===== src/rtl/tremc_pkg.sv =====
// Shared types and constants for the toy register machine execute core.
// Holds the action and operand-kind codes and the decoded word format.
// No dependencies; every other file of the core imports it.
`default_nettype none

package tremc_pkg;

   // Default sizes of the machine state.
   localparam int DEF_MEM_WORDS = 64;
   localparam int DEF_NUM_REGS  = 5;

   // Fixed field widths of the instruction and result words.
   localparam int ACTION_W    = 3;
   localparam int INDEX_W     = 6;
   localparam int SKIND_W     = 2;
   localparam int VALUE_W     = 31;
   localparam int DATA_W      = 32;
   localparam int BYTE_W      = 8;
   // Register index field covers up to eight registers, memory field 64 bytes.
   localparam int REG_FIELD_W = 3;
   localparam int MEM_FIELD_W = 6;

   typedef enum logic [ACTION_W-1:0] {
      ACT_MOV    = 3'd0,
      ACT_ADD    = 3'd1,
      ACT_SUB    = 3'd2,
      ACT_JMP    = 3'd3,
      ACT_JPN    = 3'd4,
      ACT_PRN    = 3'd5,
      ACT_HLT    = 3'd6,
      ACT_UNUSED = 3'd7
   } action_type;

   typedef enum logic {
      FK_REG = 1'b0,
      FK_MEM = 1'b1
   } first_kind_type;

   typedef enum logic [SKIND_W-1:0] {
      SK_REG   = 2'd0,
      SK_MEM   = 2'd1,
      SK_CONST = 2'd2,
      SK_NONE  = 2'd3
   } second_kind_type;

   // Operation classes handed from the front end to the back end.
   typedef enum logic [3:0] {
      OP_ERR    = 4'd0,
      OP_HALT   = 4'd1,
      OP_MOV_RR = 4'd2,
      OP_MOV_RM = 4'd3,
      OP_MOV_RC = 4'd4,
      OP_MOV_MR = 4'd5,
      OP_MOV_MC = 4'd6,
      OP_ADD    = 4'd7,
      OP_SUB    = 4'd8,
      OP_JUMP   = 4'd9,
      OP_JZ     = 4'd10,
      OP_JN     = 4'd11,
      OP_PRINT  = 4'd12
   } op_type;

   // Where the source operand of ADD, SUB and PRN comes from.
   typedef enum logic [1:0] {
      SRC_REG   = 2'd0,
      SRC_MEM   = 2'd1,
      SRC_CONST = 2'd2
   } src_type;

   // Decoded word: all index checks are already done when it is built.
   typedef struct packed {
      op_type                 op;
      src_type                src;
      logic [REG_FIELD_W-1:0] ra;     // first register read port
      logic [REG_FIELD_W-1:0] rb;     // second register read port
      logic [REG_FIELD_W-1:0] rw;     // register write destination
      logic [MEM_FIELD_W-1:0] maddr;  // memory read or write address
      logic [VALUE_W-1:0]     cval;   // constant or jump target
   } uop_type;

endpackage

`default_nettype wire


===== src/rtl/tremc_front.sv =====
// Front end of the execute core: checks and classifies one instruction word.
// Depends on tremc_pkg for the code and decoded word types.
`default_nettype none

module tremc_front #(
   parameter int NUM_REGS  = tremc_pkg::DEF_NUM_REGS,
   parameter int MEM_WORDS = tremc_pkg::DEF_MEM_WORDS
) (
   input  wire logic [tremc_pkg::ACTION_W-1:0] action,
   input  wire logic                           first_kind,
   input  wire logic [tremc_pkg::INDEX_W-1:0]  first_index,
   input  wire logic [tremc_pkg::SKIND_W-1:0]  second_kind,
   input  wire logic [tremc_pkg::VALUE_W-1:0]  second_value,
   output tremc_pkg::uop_type                  uop
);
   import tremc_pkg::*;

   action_type      act;
   first_kind_type  fk;
   second_kind_type sk;
   logic            fi_reg_ok;
   logic            fi_mem_ok;
   logic            sv_reg_ok;
   logic            sv_mem_ok;
   logic            src_ok;

   assign act = action_type'(action);
   assign fk  = first_kind_type'(first_kind);
   assign sk  = second_kind_type'(second_kind);

   // Range checks depend on the word alone, so they are done here.
   assign fi_reg_ok = ({1'b0, first_index} < (INDEX_W + 1)'(NUM_REGS));
   assign fi_mem_ok = ({1'b0, first_index} < (INDEX_W + 1)'(MEM_WORDS));
   assign sv_reg_ok = ({1'b0, second_value} < DATA_W'(NUM_REGS));
   assign sv_mem_ok = ({1'b0, second_value} < DATA_W'(MEM_WORDS));

   // A source operand is usable when its kind is present and its index fits.
   always_comb begin
      unique case (sk)
         SK_REG:   src_ok = sv_reg_ok;
         SK_MEM:   src_ok = sv_mem_ok;
         SK_CONST: src_ok = 1'b1;
         SK_NONE:  src_ok = 1'b0;
      endcase
   end

   // Classify the word into one operation class.
   always_comb begin
      uop.op    = OP_ERR;
      uop.ra    = first_index[REG_FIELD_W-1:0];
      uop.rb    = second_value[REG_FIELD_W-1:0];
      uop.rw    = first_index[REG_FIELD_W-1:0];
      uop.maddr = (sk == SK_MEM) ? second_value[MEM_FIELD_W-1:0] : first_index;
      uop.cval  = second_value;
      unique case (sk)
         SK_REG:  uop.src = SRC_REG;
         SK_MEM:  uop.src = SRC_MEM;
         default: uop.src = SRC_CONST;
      endcase

      unique case (act)
         ACT_MOV: begin
            if (fk == FK_REG) begin
               if (fi_reg_ok) begin
                  unique case (sk)
                     SK_REG: begin
                        if (sv_reg_ok) begin
                           uop.op = OP_MOV_RR;
                           uop.rw = second_value[REG_FIELD_W-1:0];
                        end
                     end
                     SK_MEM:   uop.op = sv_mem_ok ? OP_MOV_RM : OP_ERR;
                     SK_CONST: uop.op = OP_MOV_RC;
                     SK_NONE:  uop.op = OP_ERR;
                  endcase
               end
            end else if (fi_mem_ok) begin
               unique case (sk)
                  SK_REG: begin
                     if (sv_reg_ok) begin
                        uop.op = OP_MOV_MR;
                        uop.rw = second_value[REG_FIELD_W-1:0];
                     end
                  end
                  SK_CONST: uop.op = OP_MOV_MC;
                  default:  uop.op = OP_ERR;
               endcase
            end
         end
         ACT_ADD, ACT_SUB: begin
            if (fk == FK_REG && fi_reg_ok && src_ok) begin
               uop.op = (act == ACT_ADD) ? OP_ADD : OP_SUB;
            end
         end
         ACT_JMP, ACT_JPN: begin
            if (sk == SK_NONE) begin
               uop.op = (act == ACT_JMP) ? OP_JUMP : OP_ERR;
            end else if (sk == SK_CONST && fk == FK_REG && fi_reg_ok) begin
               uop.op = (act == ACT_JMP) ? OP_JZ : OP_JN;
            end
         end
         ACT_PRN:    uop.op = src_ok ? OP_PRINT : OP_ERR;
         ACT_HLT:    uop.op = OP_HALT;
         ACT_UNUSED: uop.op = OP_ERR;
      endcase
   end

endmodule

`default_nettype wire


===== src/rtl/tremc_queue.sv =====
// Two-entry queue of decoded words between the front and back ends.
// Depends on tremc_pkg for the decoded word type.
`default_nettype none

module tremc_queue (
   input  wire logic               clock,
   input  wire logic               reset,
   input  wire logic               push_valid,
   output logic                    push_ready,
   input  wire tremc_pkg::uop_type push_data,
   output logic                    pop_valid,
   input  wire logic               pop_ready,
   output tremc_pkg::uop_type      pop_data
);
   import tremc_pkg::*;

   localparam logic [1:0] FULL_COUNT = 2'd2;

   uop_type    slot_ff [2];
   logic [1:0] count_ff;
   logic [1:0] count_in;
   logic       wr_ptr_ff;
   logic       rd_ptr_ff;
   logic       do_push;
   logic       do_pop;

   assign push_ready = (count_ff != FULL_COUNT);
   assign pop_valid  = (count_ff != 2'd0);
   assign pop_data   = slot_ff[rd_ptr_ff];
   assign do_push    = push_valid && push_ready;
   assign do_pop     = pop_valid && pop_ready;

   // Occupancy follows pushes and pops.
   always_comb begin
      unique case ({do_push, do_pop})
         2'b10:   count_in = count_ff + 2'd1;
         2'b01:   count_in = count_ff - 2'd1;
         default: count_in = count_ff;
      endcase
   end

   // Control state.
   always_ff @(posedge clock) begin
      if (reset) begin
         count_ff  <= 2'd0;
         wr_ptr_ff <= 1'b0;
         rd_ptr_ff <= 1'b0;
      end else begin
         count_ff <= count_in;
         if (do_push) wr_ptr_ff <= ~wr_ptr_ff;
         if (do_pop)  rd_ptr_ff <= ~rd_ptr_ff;
      end
   end

   // Entry storage.
   always_ff @(posedge clock) begin
      if (do_push) slot_ff[wr_ptr_ff] <= push_data;
   end

endmodule

`default_nettype wire


===== src/rtl/tremc_back.sv =====
// Back end of the execute core: operand read stage, execute and result register.
// Holds the register file, byte memory and halt flag. Depends on tremc_pkg.
`default_nettype none

module tremc_back #(
   parameter int NUM_REGS  = tremc_pkg::DEF_NUM_REGS,
   parameter int MEM_WORDS = tremc_pkg::DEF_MEM_WORDS
) (
   input  wire logic                          clock,
   input  wire logic                          reset,
   input  wire logic                          pop_valid,
   output logic                               pop_ready,
   input  wire tremc_pkg::uop_type            pop_data,
   output logic                               rsp_valid,
   input  wire logic                          rsp_ready,
   output logic                               rsp_print_valid,
   output logic signed [tremc_pkg::DATA_W-1:0] rsp_print_value,
   output logic                               rsp_jump_taken,
   output logic [tremc_pkg::VALUE_W-1:0]      rsp_jump_target,
   output logic                               rsp_halted,
   output logic                               rsp_error
);
   import tremc_pkg::*;

   localparam int RIW = (NUM_REGS > 1) ? $clog2(NUM_REGS) : 1;
   localparam int MAW = (MEM_WORDS > 1) ? $clog2(MEM_WORDS) : 1;

   // Architectural state.
   logic [DATA_W-1:0]  regs_ff [NUM_REGS];
   logic [BYTE_W-1:0]  mem_array [MEM_WORDS];
   logic [MEM_WORDS-1:0] mem_vld_ff;
   logic               halt_flag_ff;

   // Read stage registers.
   logic               b_valid_ff;
   uop_type            b_uop_ff;
   logic [DATA_W-1:0]  b_a_ff;
   logic [DATA_W-1:0]  b_b_ff;
   logic [BYTE_W-1:0]  b_raw_ff;
   logic               b_vld_ff;
   logic               b_fwd_ff;
   logic [BYTE_W-1:0]  b_fwd_byte_ff;

   // Result register.
   logic               rsp_valid_ff;
   logic               rsp_pv_ff;
   logic [DATA_W-1:0]  rsp_pval_ff;
   logic               rsp_jt_ff;
   logic [VALUE_W-1:0] rsp_target_ff;
   logic               rsp_halted_ff;
   logic               rsp_err_ff;

   logic               commit;
   logic               b_load;
   logic [RIW-1:0]     pop_ra;
   logic [RIW-1:0]     pop_rb;
   logic [MAW-1:0]     pop_ma;
   logic [DATA_W-1:0]  a_in;
   logic [DATA_W-1:0]  b_in;
   logic               fwd_in;
   logic [BYTE_W-1:0]  mem_byte;
   logic [DATA_W-1:0]  src_val;

   logic               wreg_en;
   logic [RIW-1:0]     wreg_idx;
   logic [DATA_W-1:0]  wreg_val;
   logic               wmem_en;
   logic [MAW-1:0]     wmem_addr;
   logic [BYTE_W-1:0]  wmem_byte;
   logic               pv_in;
   logic [DATA_W-1:0]  pval_in;
   logic               jt_in;
   logic               err_in;
   logic               halt_in;

   // Stage handshakes: execute when the result register is free or draining.
   assign commit    = b_valid_ff && (!rsp_valid_ff || rsp_ready);
   assign pop_ready = !b_valid_ff || commit;
   assign b_load    = pop_valid && pop_ready;

   assign pop_ra = pop_data.ra[RIW-1:0];
   assign pop_rb = pop_data.rb[RIW-1:0];
   assign pop_ma = pop_data.maddr[MAW-1:0];

   // Register reads see the write of the word that executes in the same cycle.
   assign a_in   = (wreg_en && wreg_idx == pop_ra) ? wreg_val : regs_ff[pop_ra];
   assign b_in   = (wreg_en && wreg_idx == pop_rb) ? wreg_val : regs_ff[pop_rb];
   assign fwd_in = wmem_en && (wmem_addr == pop_ma);

   // Never-written bytes read as zero; a same-cycle store is forwarded.
   assign mem_byte = b_fwd_ff ? b_fwd_byte_ff : (b_vld_ff ? b_raw_ff : '0);

   // Source operand of ADD, SUB and PRN.
   always_comb begin
      unique case (b_uop_ff.src)
         SRC_REG:   src_val = b_b_ff;
         SRC_MEM:   src_val = {{(DATA_W - BYTE_W){1'b0}}, mem_byte};
         SRC_CONST: src_val = {1'b0, b_uop_ff.cval};
         default:   src_val = '0;
      endcase
   end

   // Execute the word in the read stage.
   always_comb begin
      wreg_en   = 1'b0;
      wreg_idx  = b_uop_ff.rw[RIW-1:0];
      wreg_val  = b_a_ff;
      wmem_en   = 1'b0;
      wmem_addr = b_uop_ff.maddr[MAW-1:0];
      wmem_byte = b_a_ff[BYTE_W-1:0];
      pv_in     = 1'b0;
      pval_in   = '0;
      jt_in     = 1'b0;
      err_in    = 1'b0;
      halt_in   = 1'b0;
      if (!halt_flag_ff) begin
         unique case (b_uop_ff.op)
            OP_MOV_RR: wreg_en = 1'b1;
            OP_MOV_RM: wmem_en = 1'b1;
            OP_MOV_RC: begin
               wreg_en  = 1'b1;
               wreg_val = {1'b0, b_uop_ff.cval};
            end
            OP_MOV_MR: begin
               wreg_en  = 1'b1;
               wreg_val = {{(DATA_W - BYTE_W){1'b0}}, mem_byte};
            end
            OP_MOV_MC: begin
               wmem_en   = 1'b1;
               wmem_byte = b_uop_ff.cval[BYTE_W-1:0];
            end
            OP_ADD: begin
               wreg_en  = 1'b1;
               wreg_val = b_a_ff + src_val;
            end
            OP_SUB: begin
               wreg_en  = 1'b1;
               wreg_val = b_a_ff - src_val;
            end
            OP_JUMP: jt_in = 1'b1;
            OP_JZ:   jt_in = (b_a_ff == '0);
            OP_JN:   jt_in = (b_a_ff == '0) || b_a_ff[DATA_W-1];
            OP_PRINT: begin
               pv_in   = 1'b1;
               pval_in = src_val;
            end
            OP_HALT: halt_in = 1'b1;
            default: err_in = 1'b1;
         endcase
      end
      wreg_en = wreg_en && commit;
      wmem_en = wmem_en && commit;
   end

   // Control state of the back end.
   always_ff @(posedge clock) begin
      if (reset) begin
         b_valid_ff   <= 1'b0;
         rsp_valid_ff <= 1'b0;
         halt_flag_ff <= 1'b0;
         mem_vld_ff   <= '0;
      end else begin
         if (pop_ready)  b_valid_ff <= pop_valid;
         if (commit) begin
            rsp_valid_ff <= 1'b1;
         end else if (rsp_ready) begin
            rsp_valid_ff <= 1'b0;
         end
         if (commit && halt_in) halt_flag_ff <= 1'b1;
         if (wmem_en) mem_vld_ff[wmem_addr] <= 1'b1;
      end
   end

   // Register file, cleared by reset.
   always_ff @(posedge clock) begin
      if (reset) begin
         for (int i = 0; i < NUM_REGS; i++) regs_ff[i] <= '0;
      end else if (wreg_en) begin
         regs_ff[wreg_idx] <= wreg_val;
      end
   end

   // Byte memory write port.
   always_ff @(posedge clock) begin
      if (wmem_en) mem_array[wmem_addr] <= wmem_byte;
   end

   // Operand read stage, including the registered memory read.
   always_ff @(posedge clock) begin
      if (b_load) begin
         b_uop_ff      <= pop_data;
         b_a_ff        <= a_in;
         b_b_ff        <= b_in;
         b_raw_ff      <= mem_array[pop_ma];
         b_vld_ff      <= mem_vld_ff[pop_ma];
         b_fwd_ff      <= fwd_in;
         b_fwd_byte_ff <= wmem_byte;
      end
   end

   // Result word payload.
   always_ff @(posedge clock) begin
      if (commit) begin
         rsp_pv_ff     <= pv_in;
         rsp_pval_ff   <= pval_in;
         rsp_jt_ff     <= jt_in;
         rsp_target_ff <= jt_in ? b_uop_ff.cval : '0;
         rsp_halted_ff <= halt_flag_ff || halt_in;
         rsp_err_ff    <= err_in;
      end
   end

   assign rsp_valid       = rsp_valid_ff;
   assign rsp_print_valid = rsp_pv_ff;
   assign rsp_print_value = rsp_pval_ff;
   assign rsp_jump_taken  = rsp_jt_ff;
   assign rsp_jump_target = rsp_target_ff;
   assign rsp_halted      = rsp_halted_ff;
   assign rsp_error       = rsp_err_ff;

endmodule

`default_nettype wire


===== src/rtl/toy_register_machine_execute_core.sv =====
// Top level of the toy register machine execute core.
// Instantiates tremc_front, tremc_queue and tremc_back; depends on tremc_pkg.
//
//   Port group  Direction  Handshake              Word
//   req_*       in         req_valid / req_ready  one instruction word
//   rsp_*       out        rsp_valid / rsp_ready  one result per instruction
//
// One instruction is accepted per cycle when nothing stalls.
// An accepted instruction passes through the queue, then operand read, then
// execute into the result register.
// The operand read stage forwards the write of the instruction executing next to it.
// A stalled result holds the back end; the queue then fills and req_ready drops.
// Synchronous reset clears the registers, the memory valid bits and the halt flag.
`default_nettype none

module toy_register_machine_execute_core #(
   parameter int NUM_REGS  = tremc_pkg::DEF_NUM_REGS,
   parameter int MEM_WORDS = tremc_pkg::DEF_MEM_WORDS
) (
   input  wire logic                           clock,
   input  wire logic                           reset,
   input  wire logic                           req_valid,
   output logic                                req_ready,
   input  wire logic [tremc_pkg::ACTION_W-1:0] req_action,
   input  wire logic                           req_first_kind,
   input  wire logic [tremc_pkg::INDEX_W-1:0]  req_first_index,
   input  wire logic [tremc_pkg::SKIND_W-1:0]  req_second_kind,
   input  wire logic [tremc_pkg::VALUE_W-1:0]  req_second_value,
   output logic                                rsp_valid,
   input  wire logic                           rsp_ready,
   output logic                                rsp_print_valid,
   output logic signed [tremc_pkg::DATA_W-1:0] rsp_print_value,
   output logic                                rsp_jump_taken,
   output logic [tremc_pkg::VALUE_W-1:0]       rsp_jump_target,
   output logic                                rsp_halted,
   output logic                                rsp_error
);
   import tremc_pkg::*;

   uop_type front_uop;
   uop_type queue_uop;
   logic    queue_valid;
   logic    queue_ready;

   // Classify the incoming word.
   tremc_front #(
      .NUM_REGS  (NUM_REGS),
      .MEM_WORDS (MEM_WORDS)
   ) u_front (
      .action       (req_action),
      .first_kind   (req_first_kind),
      .first_index  (req_first_index),
      .second_kind  (req_second_kind),
      .second_value (req_second_value),
      .uop          (front_uop)
   );

   // Decouple the front end from the back end.
   tremc_queue u_queue (
      .clock      (clock),
      .reset      (reset),
      .push_valid (req_valid),
      .push_ready (req_ready),
      .push_data  (front_uop),
      .pop_valid  (queue_valid),
      .pop_ready  (queue_ready),
      .pop_data   (queue_uop)
   );

   // Read operands, execute and hold the result.
   tremc_back #(
      .NUM_REGS  (NUM_REGS),
      .MEM_WORDS (MEM_WORDS)
   ) u_back (
      .clock           (clock),
      .reset           (reset),
      .pop_valid       (queue_valid),
      .pop_ready       (queue_ready),
      .pop_data        (queue_uop),
      .rsp_valid       (rsp_valid),
      .rsp_ready       (rsp_ready),
      .rsp_print_valid (rsp_print_valid),
      .rsp_print_value (rsp_print_value),
      .rsp_jump_taken  (rsp_jump_taken),
      .rsp_jump_target (rsp_jump_target),
      .rsp_halted      (rsp_halted),
      .rsp_error       (rsp_error)
   );

   // A halted result carries no print, jump or error.
   assert property (@(posedge clock) disable iff (reset)
      rsp_valid && rsp_halted |-> !rsp_print_valid && !rsp_jump_taken && !rsp_error)
      else $error("halted result carries other flags");

   // At most one of print, jump and error in a result.
   assert property (@(posedge clock) disable iff (reset)
      rsp_valid |-> $countones({rsp_print_valid, rsp_jump_taken, rsp_error}) <= 1)
      else $error("result has more than one outcome");

   // The queue only fills up while a result waits downstream.
   assert property (@(posedge clock) disable iff (reset)
      !req_ready |-> rsp_valid)
      else $error("queue full without a pending result");

   // A jump target is reported only with a taken jump.
   assert property (@(posedge clock) disable iff (reset)
      rsp_valid && !rsp_jump_taken |-> rsp_jump_target == '0)
      else $error("jump target without taken jump");

endmodule

`default_nettype wire

===== config.mk =====
export PLATFORM = sky130hd
export DESIGN_NAME = toy_register_machine_execute_core
export DESIGN_NICKNAME = d
export VERILOG_FILES = /design/src/rtl/tremc_pkg.sv /design/src/rtl/tremc_front.sv /design/src/rtl/tremc_queue.sv /design/src/rtl/tremc_back.sv /design/src/rtl/toy_register_machine_execute_core.sv
export SDC_FILE = /design/constraint.sdc
export NUM_CORES = 2
export LEC_CHECK = 0
export BUFFER_PORTS_ARGS = -buffer_cell sky130_fd_sc_hd__buf_2
export CAP_MARGIN = 25
export CORE_ASPECT_RATIO = 1.5
export CORE_MARGIN = 3
export CORE_UTILIZATION = 40
export CTS_CLUSTER_SIZE = 14
export DETAILED_ROUTE_END_ITERATION = 16
export PLACE_DENSITY_LB_ADDON = 0.25
export SETUP_SLACK_MARGIN = 0.2
export SLEW_MARGIN = 20
export SYNTH_ARGS = -nofsm -noshare
export SYNTH_HDL_FRONTEND = slang
export SYNTH_SLANG_ARGS = --single-unit

===== constraint.sdc =====
create_clock -name clock -period 9.9 [get_ports clock]
set_clock_uncertainty 0.2 [all_clocks]
set_input_delay 0.495 -clock clock [delete_from_list [all_inputs] [get_ports clock]]
set_output_delay 0.495 -clock clock [all_outputs]
set_load 0.005 [all_outputs]

==> impl_metrics.yaml <==
run_status:
  status: "finished clean"
logic_synthesis:
  synth_top_area_frac: 0.621
  netlist_area_um2: 51300
  async_flop_share: 0
  synth_area_leader_cell: "edfxtp_1"
  synth-edff-count: 1061
  synth-seq-cells: 1133
  yosysWarnings: 0
  syn_nets: 4751
  yosysUniqueCellTypes: 80
  ys_top_cells_by_area: "edfxtp_1 (62%), nand2_1 (8.5%), nand3_1 (3.7%)"
  synth_ff_type: "edfxtp_1"
  postSynthCellCount: 4670
  avgSynthCellArea_um2: 11.0
  yosysSeqAreaShare: 0.649
sta:
  max_freq_mhz: 144
  slew_viol_final: 0
  finalHoldViolCount: 0
  hold_ws_ns: 0.0502
  tightestPinTransition_ns: 1.10
  tns_ns: 0
  worst_slack_ns: 2.95
  rsz0062_at_grt: "false"
  slew_headroom: 0.264
  period_share: 0.702
  setup_violations: 0
  finalCriticalPeriod_ns: 6.95
drt:
  wire_per_inst_um: 25.1
  drt-pass1-iter-count: 9
  viasPerCell: 5.74
  ant_nets: 0
  wl_mm: 163
  vias: 37300
  drcViolationCount: 0
  first_iter_violations: 3378
worst_setup_path:
  regToRegStartpoint: "u_back.b_uop_ff[47]"
  worstSetupEndpointType: "flip-flop"
  critPathMaxFanout: 29
  worstSetupPathType: "reg2reg"
  start_kind: "flip-flop"
  arrival_ns: 7.18
  cp.required_ns: 10.13
  reg2reg_slack_ns: 2.95
  cp-startpoint: "u_back.b_uop_ff[47]"
power:
  leakagePower_nw: 20.5
  power_mw: 17.7
  combPwrFrac: 0.376
  intPower_mw: 10.6
  p_per_area_nw_per_um2: 306
  p_clk_frac: 0.235
  netSwitchingFraction: 0.398
  ir_drop_v: 0.000193
  p_switching_mw: 7.04
  p_seq_frac: 0.388
clock_tree:
  cts_root_buf: "clkbuf_16"
  numCtsBuffers: 108
  clk_pin_slew_worst_paths_ns: 0.06
  cts_setup_buffers: 0
  cts.sinks: 1133
  clock_latency_ns: 0.72
  cts_tree: "yes"
  htree_levels: 3
  cts_max_path_buffers: 3
floorplan:
  die_w_um: 298
  core-area_um2: 127000
  dieHeight_um: 445
  initial_core_util: 0.403
  row_count: 160
  dieArea_um2: 133000
  ios: 116
placement:
  hpwl_mm: 99.5
  gp_congestion: 0.944
  portBuffers: 115
  dpl_cell_area_um2: 53700
  dp_slack_ns: 3.05
min_path:
  hp-start: "req_valid"
  hp-class: "in2reg"
final_layout:
  final_layout_size_suffix_gt1_frac: 0.102
  area_growth_pct: 12.6
  nFillCells: 11600
  nets: 4795
  fin_area_um2: 57700
grt:
  grt_max_degree: 172
  grt_util_all_layers: 0.240
  grt_pass1_vias: 36500
  grt_overflow: 0
  grt_pass1_wl_mm: 237
  antenna_found_initial: 3
job:
  maxCapViolations: 0
[layout make-up]
cell class	instances	area (um2)	share of cell area
multi-input combinational	3159	16800	0.290
inverter	62	246	0.00427
timing repair buffer	250	1760	0.0304
antenna	2	5.00	0.0000867
tap	1701	2130	0.0369
clock inverter	54	577	0.00999
sequential	1133	33300	0.577
clock buffer	145	2950	0.0510
[power groups by stage]
stage	clock [mW]	combinational (mW)	sequential, mW
after floorplan	0	4.31	6.64
after global placement	0	6.57	6.95
after detailed placement	0	6.61	6.95
after CTS	4.23	6.65	6.85
after global routing	4.40	7.21	6.87
final	4.16	6.66	6.87
[flip-flops by register name (all words and copies together), names as in the netlist, 31 cells and up, named ones only]
signal and cells:
u_back.mem_array 512, u_back.regs_ff 256, u_queue.slot_ff 98, u_back.mem_vld_ff 64
u_back.b_uop_ff 37, u_back.b_a_ff 32, u_back.b_b_ff 32, u_back.rsp_print_value 32
u_back.rsp_jump_target 31
[worst max-delay path, stage by stage, from the launching register on]
cell and delay [ns]:
edfxtp_1 0.88, buf_4 0.51, o2bb2ai_1 0.17, o21ai_0 0.32
nand4bb_1 0.21, or2_2 0.33, nor4_1 0.60, nand2_1 0.13
o21ai_0 0.23, xor2_1 0.26, ha_1 0.35, a211oi_1 0.36
o21ai_0 0.18, a21oi_1 0.15, o221ai_1 0.20, a41oi_1 0.47
o21bai_1 0.10, a21oi_1 0.18, xnor2_1 0.10, a221oi_2 0.53
o21ai_0 0.20
[what timing repair did]
item / in CTS / in global routing
resized for setup: 0 / 0
hold buffers: 40 / 0
hold endpoints to repair: 84 / 0
[synthesized netlist by cell type (4+ instances only)]
cell and count:
nand2_1 1167, edfxtp_1 1061, nor2_1 458, nand3_1 384, clkbuf_1 272, a311oi_1 185
and3_1 164, o21ai_0 158, a21oi_1 91, dfxtp_1 72, inv_1 59, mux2_2 58
nor3_1 51, xnor2_1 45, mux2i_1 41, and2_1 37, ha_1 33, buf_1 31
a31oi_1 29, xor2_1 21, nor4_1 19, nand2b_1 16, a21o_1 14, nor2b_1 13
o21ai_1 13, nand3b_1 11, a211oi_1 10, a22oi_1 10, o21ba_2 10, nand4_1 8
o22ai_1 8, buf_2 6, o21a_1 6, o21bai_1 6, o22a_1 6, o31ai_1 6
a221o_1 5, a221oi_1 5, o2111ai_1 5, o211ai_1 5, nor3b_1 4, or2_2 4
or3_1 4
[worst paths after layout]
| check | endpoint | cells after the start |
|---|---|---|
| max | u_back.b_b_ff[28] | 20 |
| min | u_queue.wr_ptr_ff | 4 |
| max reg2reg | u_back.b_b_ff[28] | 20 |
| min reg2reg | u_back.mem_vld_ff[37] | 2 |
[layout by cell type, fill, tap and decap left out, types with 71 or more instances in the layout]
| master | Yosys | layout |
|---|---|---|
| buf_4 | 3 | 88 |
| edfxtp_1 | 1061 | 1061 |
| clkbuf_16 | 0 | 111 |
| nand2_1 | 1167 | 1167 |
| dfxtp_1 | 72 | 71 |
| a311oi_1 | 185 | 185 |
| buf_2 | 6 | 114 |
| a21oi_1 | 91 | 89 |
| and3_1 | 164 | 163 |
| o21ai_0 | 158 | 157 |
| nor2_1 | 458 | 455 |
| nand3_1 | 384 | 383 |
[per-stage QoR]
step,cells,util
CTS,6497,0.453
finish,6506,0.454
floorplan,4670,-
global route,6504,0.454
detailed placement,6258,0.423
global placement,6248,0.422
[layer usage]
metal,GRT usage,vias to the layer above,wire (um)
li1,-,16900,-
met1,0.268,18500,57900
met2,0.433,1484,84400
met3,0.0245,389,9330
met4,0.158,0,11500
met5,0,-,0
[cell families after synthesis]
kind of cell             synth area share
AND/OR/NAND/NOR                     0.199
XOR/XNOR                           0.0117
multiplexers                       0.0207
buffers and inverters              0.0287
flip-flops                          0.649
AO/OA/AOI/OAI                      0.0820
adder cells (fa/ha/maj)           0.00844
Note: power is estimated with default switching activity, not from simulation.
